**src/rtl/u8v_pkg.sv**
```systemverilog
// ----------------------------------------------------------------------------
// u8v_pkg
// Types and byte constants shared by the UTF-8 stream validator.
// ----------------------------------------------------------------------------
package u8v_pkg;

  typedef enum logic [1:0] {
    VERDICT_VALID     = 2'd0,
    VERDICT_INVALID   = 2'd1,
    VERDICT_TRUNCATED = 2'd2
  } verdict_t;

  typedef struct packed {
    logic [7:0] data_byte;
    logic       end_of_string;
  } byte_word_t;

  localparam logic [7:0] ASCII_MAX = 8'h7F;
  localparam logic [7:0] LEAD2_MIN = 8'hC2;
  localparam logic [7:0] LEAD2_MAX = 8'hDF;
  localparam logic [7:0] LEAD3_MIN = 8'hE0;
  localparam logic [7:0] LEAD3_MAX = 8'hEF;
  localparam logic [7:0] LEAD4_MIN = 8'hF0;
  localparam logic [7:0] LEAD4_MAX = 8'hF7;
  localparam logic [7:0] LEAD5_MIN = 8'hF8;
  localparam logic [7:0] LEAD5_MAX = 8'hFB;
  localparam logic [7:0] LEAD6_MIN = 8'hFC;
  localparam logic [7:0] LEAD6_MAX = 8'hFD;
  localparam logic [7:0] CONT_MIN  = 8'h80;
  localparam logic [7:0] CONT_MAX  = 8'hBF;
  localparam logic [7:0] FIRST_MIN3 = 8'hA0;
  localparam logic [7:0] FIRST_MIN4 = 8'h90;
  localparam logic [7:0] FIRST_MIN5 = 8'h88;
  localparam logic [7:0] FIRST_MIN6 = 8'h84;

endpackage

```
**src/rtl/u8v_in_if.sv**
```systemverilog
// ----------------------------------------------------------------------------
// u8v_in_if
// Byte channel into the validator: one byte and its end-of-string flag.
// ----------------------------------------------------------------------------
interface u8v_in_if;
  logic       valid;
  logic       ready;
  logic [7:0] data_byte;
  logic       end_of_string;

  modport source (output valid, output data_byte, output end_of_string, input ready);
  modport sink   (input valid, input data_byte, input end_of_string, output ready);
endinterface

```
**src/rtl/u8v_out_if.sv**
```systemverilog
// ----------------------------------------------------------------------------
// u8v_out_if
// Result channel of the validator: verdict and missing byte count.
// ----------------------------------------------------------------------------
interface u8v_out_if;
  logic       valid;
  logic       ready;
  logic [1:0] verdict;
  logic [2:0] bytes_missing;

  modport source (output valid, output verdict, output bytes_missing, input ready);
  modport sink   (input valid, input verdict, input bytes_missing, output ready);
endinterface

```
**src/rtl/u8v_in_reg.sv**
```systemverilog
// ----------------------------------------------------------------------------
// u8v_in_reg
// Input register: holds one byte word until the checker takes it.
// ----------------------------------------------------------------------------
module u8v_in_reg
  import u8v_pkg::*;
(
  input  logic        clk,
  input  logic        rst_n,
  u8v_in_if.sink      in_ch,
  output logic        word_vld,
  output byte_word_t  word,
  input  logic        word_take
);

  logic       vld_r;
  logic       vld_nxt;
  byte_word_t word_r;
  logic       load;

  assign in_ch.ready = !vld_r || word_take;
  assign load        = in_ch.valid && in_ch.ready;

  always_comb begin
    vld_nxt = vld_r;
    if (word_take) begin
      vld_nxt = 1'b0;
    end
    if (load) begin
      vld_nxt = 1'b1;
    end
  end

  always_ff @(posedge clk) begin
    if (!rst_n) begin
      vld_r <= 1'b0;
    end else begin
      vld_r <= vld_nxt;
    end
  end

  always_ff @(posedge clk) begin
    if (load) begin
      word_r.data_byte     <= in_ch.data_byte;
      word_r.end_of_string <= in_ch.end_of_string;
    end
  end

  assign word_vld = vld_r;
  assign word     = word_r;

endmodule

```
**src/rtl/u8v_check.sv**
```systemverilog
// ----------------------------------------------------------------------------
// u8v_check
// Sequence state, byte classification and the registered verdict.
// ----------------------------------------------------------------------------
module u8v_check
  import u8v_pkg::*;
(
  input  logic        clk,
  input  logic        rst_n,
  input  logic        word_vld,
  input  byte_word_t  word,
  output logic        word_take,
  u8v_out_if.source   out_ch
);

  typedef struct packed {
    logic       bad;
    logic [2:0] count;
    logic [7:0] minimum;
  } lead_t;

  function automatic lead_t lead_decode(input logic [7:0] b);
    lead_t d;
    d = '{bad: 1'b0, count: 3'd0, minimum: CONT_MIN};
    unique case (b) inside
      [8'h00:ASCII_MAX]:                  d.count = 3'd0;
      [LEAD2_MIN:LEAD2_MAX]:              d.count = 3'd1;
      LEAD3_MIN:                          begin d.count = 3'd2; d.minimum = FIRST_MIN3; end
      [LEAD3_MIN + 8'd1:LEAD3_MAX]:       d.count = 3'd2;
      LEAD4_MIN:                          begin d.count = 3'd3; d.minimum = FIRST_MIN4; end
      [LEAD4_MIN + 8'd1:LEAD4_MAX]:       d.count = 3'd3;
      LEAD5_MIN:                          begin d.count = 3'd4; d.minimum = FIRST_MIN5; end
      [LEAD5_MIN + 8'd1:LEAD5_MAX]:       d.count = 3'd4;
      LEAD6_MIN:                          begin d.count = 3'd5; d.minimum = FIRST_MIN6; end
      [LEAD6_MIN + 8'd1:LEAD6_MAX]:       d.count = 3'd5;
      default:                            d.bad = 1'b1;
    endcase
    return d;
  endfunction

  logic [2:0] pend_r,     pend_nxt;
  logic [7:0] min_r,      min_nxt;
  logic       str_bad_r,  str_bad_nxt;
  logic       seq_bad_r,  seq_bad_nxt;
  logic       out_vld_r,  out_vld_nxt;
  verdict_t   verdict_r,  verdict_nxt;
  logic [2:0] missing_r,  missing_nxt;
  lead_t      lead;
  logic       cont_bad;
  logic       seq_bad_acc;
  logic       out_free;

  assign out_free  = !out_vld_r || out_ch.ready;
  assign word_take = word_vld && (!word.end_of_string || out_free);

  assign lead        = lead_decode(word.data_byte);
  assign cont_bad    = (word.data_byte < min_r) || (word.data_byte > CONT_MAX);
  assign seq_bad_acc = seq_bad_r || cont_bad;

  always_comb begin
    pend_nxt    = pend_r;
    min_nxt     = min_r;
    str_bad_nxt = str_bad_r;
    seq_bad_nxt = seq_bad_r;
    out_vld_nxt = out_vld_r && !out_ch.ready;
    verdict_nxt = verdict_r;
    missing_nxt = missing_r;
    if (word_take) begin
      if (pend_r == 3'd0) begin
        if (lead.bad) begin
          str_bad_nxt = 1'b1;
        end else if (lead.count != 3'd0) begin
          pend_nxt    = lead.count;
          min_nxt     = lead.minimum;
          seq_bad_nxt = 1'b0;
        end
      end else begin
        pend_nxt = pend_r - 3'd1;
        min_nxt  = CONT_MIN;
        if (pend_r == 3'd1) begin
          str_bad_nxt = str_bad_r || seq_bad_acc;
          seq_bad_nxt = 1'b0;
        end else begin
          seq_bad_nxt = seq_bad_acc;
        end
      end
      if (word.end_of_string) begin
        out_vld_nxt = 1'b1;
        missing_nxt = 3'd0;
        if (str_bad_nxt) begin
          verdict_nxt = VERDICT_INVALID;
        end else if (pend_nxt != 3'd0) begin
          verdict_nxt = VERDICT_TRUNCATED;
          missing_nxt = pend_nxt;
        end else begin
          verdict_nxt = VERDICT_VALID;
        end
        pend_nxt    = 3'd0;
        min_nxt     = CONT_MIN;
        str_bad_nxt = 1'b0;
        seq_bad_nxt = 1'b0;
      end
    end
  end

  always_ff @(posedge clk) begin
    if (!rst_n) begin
      pend_r    <= 3'd0;
      min_r     <= CONT_MIN;
      str_bad_r <= 1'b0;
      seq_bad_r <= 1'b0;
      out_vld_r <= 1'b0;
    end else begin
      pend_r    <= pend_nxt;
      min_r     <= min_nxt;
      str_bad_r <= str_bad_nxt;
      seq_bad_r <= seq_bad_nxt;
      out_vld_r <= out_vld_nxt;
    end
  end

  always_ff @(posedge clk) begin
    verdict_r <= verdict_nxt;
    missing_r <= missing_nxt;
  end

  assign out_ch.valid         = out_vld_r;
  assign out_ch.verdict       = verdict_r;
  assign out_ch.bytes_missing = missing_r;

endmodule

```
**src/rtl/utf8_stream_validator.sv**
```systemverilog
// The validator checks a string of UTF-8 bytes, the old five- and six-byte
// forms included, and gives one result word on the byte flagged as the end of
// the string: valid, invalid, or truncated with the count of continuation
// bytes still missing. It takes one byte word per cycle while no end-of-string
// byte stalls; a byte passes an input register and then a result register
// before its verdict is presented. Bytes keep flowing while a verdict waits to
// be taken; only a further end-of-string byte stalls until the result register
// frees.
// ----------------------------------------------------------------------------
// utf8_stream_validator
// Top level: input register followed by the sequence checker.
// ----------------------------------------------------------------------------
module utf8_stream_validator
  import u8v_pkg::*;
(
  input  logic      clk,
  input  logic      rst_n,
  u8v_in_if.sink    in_ch,
  u8v_out_if.source out_ch
);

  logic       word_vld;
  byte_word_t word;
  logic       word_take;

  u8v_in_reg u_in_reg (
    .clk       (clk),
    .rst_n     (rst_n),
    .in_ch     (in_ch),
    .word_vld  (word_vld),
    .word      (word),
    .word_take (word_take)
  );

  u8v_check u_check (
    .clk       (clk),
    .rst_n     (rst_n),
    .word_vld  (word_vld),
    .word      (word),
    .word_take (word_take),
    .out_ch    (out_ch)
  );

endmodule
```
**src/flat_wrapper.sv**
```systemverilog
// flat-port wrapper written by rule: the top's interface ports become plain ports
module utf8_stream_validator_flat import u8v_pkg::*;
  (clk, rst_n, in_ch_valid, in_ch_data_byte, in_ch_end_of_string, in_ch_ready, out_ch_valid, out_ch_verdict, out_ch_bytes_missing, out_ch_ready);
  u8v_in_if in_ch_i ();
  u8v_out_if out_ch_i ();
  input  logic clk;
  input  logic rst_n;
  input wire logic [$bits(in_ch_i.valid)-1:0] in_ch_valid;
  input wire logic [$bits(in_ch_i.data_byte)-1:0] in_ch_data_byte;
  input wire logic [$bits(in_ch_i.end_of_string)-1:0] in_ch_end_of_string;
  output wire logic [$bits(in_ch_i.ready)-1:0] in_ch_ready;
  output wire logic [$bits(out_ch_i.valid)-1:0] out_ch_valid;
  output wire logic [$bits(out_ch_i.verdict)-1:0] out_ch_verdict;
  output wire logic [$bits(out_ch_i.bytes_missing)-1:0] out_ch_bytes_missing;
  input wire logic [$bits(out_ch_i.ready)-1:0] out_ch_ready;
  assign in_ch_i.valid = in_ch_valid;
  assign in_ch_i.data_byte = in_ch_data_byte;
  assign in_ch_i.end_of_string = in_ch_end_of_string;
  assign in_ch_ready = in_ch_i.ready;
  assign out_ch_valid = out_ch_i.valid;
  assign out_ch_verdict = out_ch_i.verdict;
  assign out_ch_bytes_missing = out_ch_i.bytes_missing;
  assign out_ch_i.ready = out_ch_ready;
  utf8_stream_validator u_core (.clk(clk), .rst_n(rst_n), .in_ch(in_ch_i), .out_ch(out_ch_i));
endmodule
```
**config.mk**
```make
export PLATFORM = sky130hd
export DESIGN_NAME = utf8_stream_validator_flat
export DESIGN_NICKNAME = d
export VERILOG_FILES = /design/src/rtl/u8v_pkg.sv /design/src/rtl/u8v_in_if.sv /design/src/rtl/u8v_out_if.sv /design/src/rtl/u8v_in_reg.sv /design/src/rtl/u8v_check.sv /design/src/rtl/utf8_stream_validator.sv /design/src/flat_wrapper.sv
export SDC_FILE = /design/constraint.sdc
export NUM_CORES = 1
export LEC_CHECK = 0
export BUFFER_PORTS_ARGS = -buffer_cell sky130_fd_sc_hd__buf_2
export CAP_MARGIN = 10
export CORE_MARGIN = 4
export CORE_UTILIZATION = 55
export CTS_CLUSTER_SIZE = 30
export DETAILED_ROUTE_END_ITERATION = 16
export PLACE_DENSITY = 0.89
export SLEW_MARGIN = 30
export SYNTH_ARGS = -nofsm -noshare
export SYNTH_HDL_FRONTEND = slang
export SYNTH_SLANG_ARGS = --single-unit
```
**constraint.sdc**
```tcl
create_clock -name clk -period 4.05 [get_ports clk]
set_clock_uncertainty 0.1 [all_clocks]
set_input_delay 1.0125 -clock clk [delete_from_list [all_inputs] [get_ports clk]]
set_output_delay 1.0125 -clock clk [all_outputs]
set_load 0.02 [all_outputs]
```
==> out/metrics.cfg <==
[logic_synthesis]
ys.flop_type = edfxtp_1
synth_top_cell_by_area = edfxtp_1
synth_compound_area_frac = 0.202
syn_area_mm2 = 0.00128
synth.top_cell.area_share = 0.328
yosys_warnings = 0
yosys.area_share.simple = 0.185
synth_top_family_by_area = compound AO/OA/AOI/OAI gates
yosys-top-cells-count = edfxtp_1 (14), nand2_1 (12), dfxtp_1 (11), inv_1 (9), nor2_1 (9)
avgSynthCellArea_um2 = 10.7
synthTopCellsByArea = edfxtp_1 (33%), dfxtp_1 (17%), ha_1 (5.9%), nand2_1 (3.5%), o21ai_0 (2.7%)
yosys.area_share.xor_xnor = 0
synthMuxAreaShare = 0.0244
synth_enable_flop_cells = 14
synthAdderAreaFrac = 0.0587
synth.most_common_cell = edfxtp_1
synth_fp_nets = 139
synth_cell_types = 39
ys_seq_area_frac = 0.500
synth_seq_cells = 25
async_flop_share = 0
syn_inst = 120

[finish]
finalNetCount = 162
diodes = 0
multi_input_area_um2 = 602
nFillCells = 179
area_delta_synth_final_pct = 12.2
ff_latch_area_um2 = 641
drive_gt1_frac = 0.232

[route]
vias = 976
finalWirelength_um = 2330
vias_per_cell = 5.74
ant_nets = 0
dr.pass1.iters = 4
wire_per_inst_um = 13.7
drt-initial-drc-count = 25
drc = 0

[placed_design]
dp_hpwl_um = 1850
portBuffers = 19
globalplace.congestion = 0.896
dp_slack_ns = 1.17

[pwr]
pwr_density_cell_mw_per_mm2 = 313
power_leakage_nw = 0.537
ir_drop_uv = 296

[worst_setup_path]
crit_path_end_kind = output port
critPathKind = in -> out
cp_cell_sequence = buf_2, nand2b_1, or2_2, buf_2
worstSetupStartpointType = input port
crit_top_cell = buf_2
critPathTopFamily = simple AND/OR/NAND/NOR gates
crit_slowest_cell = or2_2
rrSetupSlack_ns = 1.92
cp_max_fo = 3
crit_arrival_ns = 1.76
cp.required_ns = 2.94
worst_path_largest_cell_delay_ns = 0.32
reg2reg_from = u_core.u_in_reg.word[4]
cp-startpoint = out_ch_ready
critPathBufInv = 2

[clock_tree]
cts_resized = 0
clock_latency_ns = 0.33
numCtsBuffers = 3
clock_path_buffers = 2
clock-root-buffer = clkbuf_4
cts_sinks = 25
htreeDepth = 1
cts_tree = yes
clkTransAtPathRegs_ns = 0.14
ctsHoldBuffers = 0
cts_setup_buffers = 0

[grt]
grt_overflow = 0
grt_usage = 0.159
first_global_vias = 977
grt_max_degree = 16
antenna_found_initial = 0
grt_pass1_wl_um = 4080

[floorplanning]
core_region_area_mm2 = 0.00221
start_util = 0.579
rows = 17
dieArea_mm2 = 0.00316
fp.dieW_um = 56.2
die_height_um = 56.2
boundaryPins = 20

[run_status]
outcome = finished clean

[sta]
post-route-period-util = 0.710
report.final.setup_viol = 0
worstMarginPinSlew_ns = 0.634
fin_crit_ns = 2.88
fin_ws_ns = 1.17
setup-tns-final_ns = 0
max_slew_margin = 0.574
slew_viol_final = 0
rsz0062_at_grt = false
fmax_mhz = 348
hold_viol = 0

[min_path]
holdCritStartpoint = u_core.u_check.min_r[3]
holdCritPathClass = reg -> reg

[flow_run]
drv_cap = 0

## area by class of cell
class                      count  area share
sequential                    25       0.446
tap                           28      0.0244
inverter                       9      0.0235
timing repair buffer          19      0.0662
clock inverter                 1     0.00523
multi-input combinational     85       0.419
clock buffer                   3      0.0157
## metrics by stage
| step | utilization | total power [mW] | area, um2 | std cells | hold WS, ns |
|---|---|---|---|---|---|
| floorplan | - | 0.327 | 1280 | 120 | 0.328 |
| global placement | 0.636 | 0.341 | 1410 | 166 | 0.341 |
| detailed placement | 0.636 | 0.344 | 1410 | 166 | 0.360 |
| CTS | 0.649 | 0.454 | 1440 | 170 | 0.379 |
| global route | 0.649 | 0.473 | 1440 | 170 | 0.415 |
| finish | 0.649 | 0.450 | 1440 | 170 | 0.373 |
## worst paths after layout
path         depth (start not counted)                                endpoint
min                                  2                 u_core.u_check.min_r[3]
min reg2reg                          2                 u_core.u_check.min_r[3]
max reg2reg                          5  u_core.u_check.out_ch.bytes_missing[0]
max                                  4                             in_ch_ready
## cell usage in the layout (no fill, tap or decap), types with 2 or more instances in the layout
| cell type | Yosys | final |
|---|---|---|
| clkbuf_4 | 0 | 3 |
| nand2b_1 | 4 | 4 |
| o21ai_0 | 7 | 7 |
| o21ai_1 | 2 | 2 |
| a311oi_2 | 2 | 2 |
| nor2b_1 | 2 | 2 |
| mux2i_1 | 2 | 2 |
| and2_1 | 3 | 3 |
| a21boi_0 | 4 | 4 |
| nand3_1 | 3 | 3 |
| edfxtp_1 | 14 | 14 |
| or2_2 | 2 | 2 |
| buf_2 | 0 | 19 |
| nor2_1 | 9 | 9 |
| inv_1 | 9 | 9 |
| ha_1 | 6 | 6 |
| a211oi_1 | 2 | 2 |
| nor3_1 | 4 | 4 |
| nand2_1 | 12 | 12 |
| dfxtp_1 | 11 | 11 |
| nor4_1 | 2 | 2 |
## routing by layer
metal	up-vias	global-route usage	routed length [um]
li1	489	-	-
met1	454	0.186	977
met5	-	0	0
met2	26	0.287	1190
met4	0	0.0712	58
met3	7	0.0209	108
## logic make-up (layout without fill, tap and decap cells)
family | Yosys count | in the layout
fa+ha+maj | 6 | 6
simple gates | 46 | 46
buf+inv | 10 | 32
mux | 3 | 3
flops | 25 | 25
compound gates | 30 | 30
## report_power, final
part | switching [mW] | internal, mW | total [mW] | leakage (nW)
Sequential | 0.00837 | 0.278 | 0.287 | 0.223
Combinational | 0.0303 | 0.0217 | 0.0520 | 0.300
Clock | 0.0737 | 0.0378 | 0.112 | 0.0139
## state kept, by name, summed over array words and instances (netlist names)
name                                 flops
u_core.u_check.out_ch.valid              1
u_core.u_check.out_ch.bytes_missing      3
u_core.u_in_reg.word                     9
u_core.u_check.min_r                     4
u_core.u_check.str_bad_r                 1
u_core.u_check.seq_bad_r                 1
u_core.u_check.pend_r                    3
u_core.u_check.out_ch.verdict            2
u_core.u_in_reg.word_vld                 1
## tightest hold or removal path: stages (launching register included)
cell     delay, ns
dfxtp_1       0.34
nand2_1       0.05
o21ai_0       0.06
No activity file was read; power rests on OpenSTA's default activity.
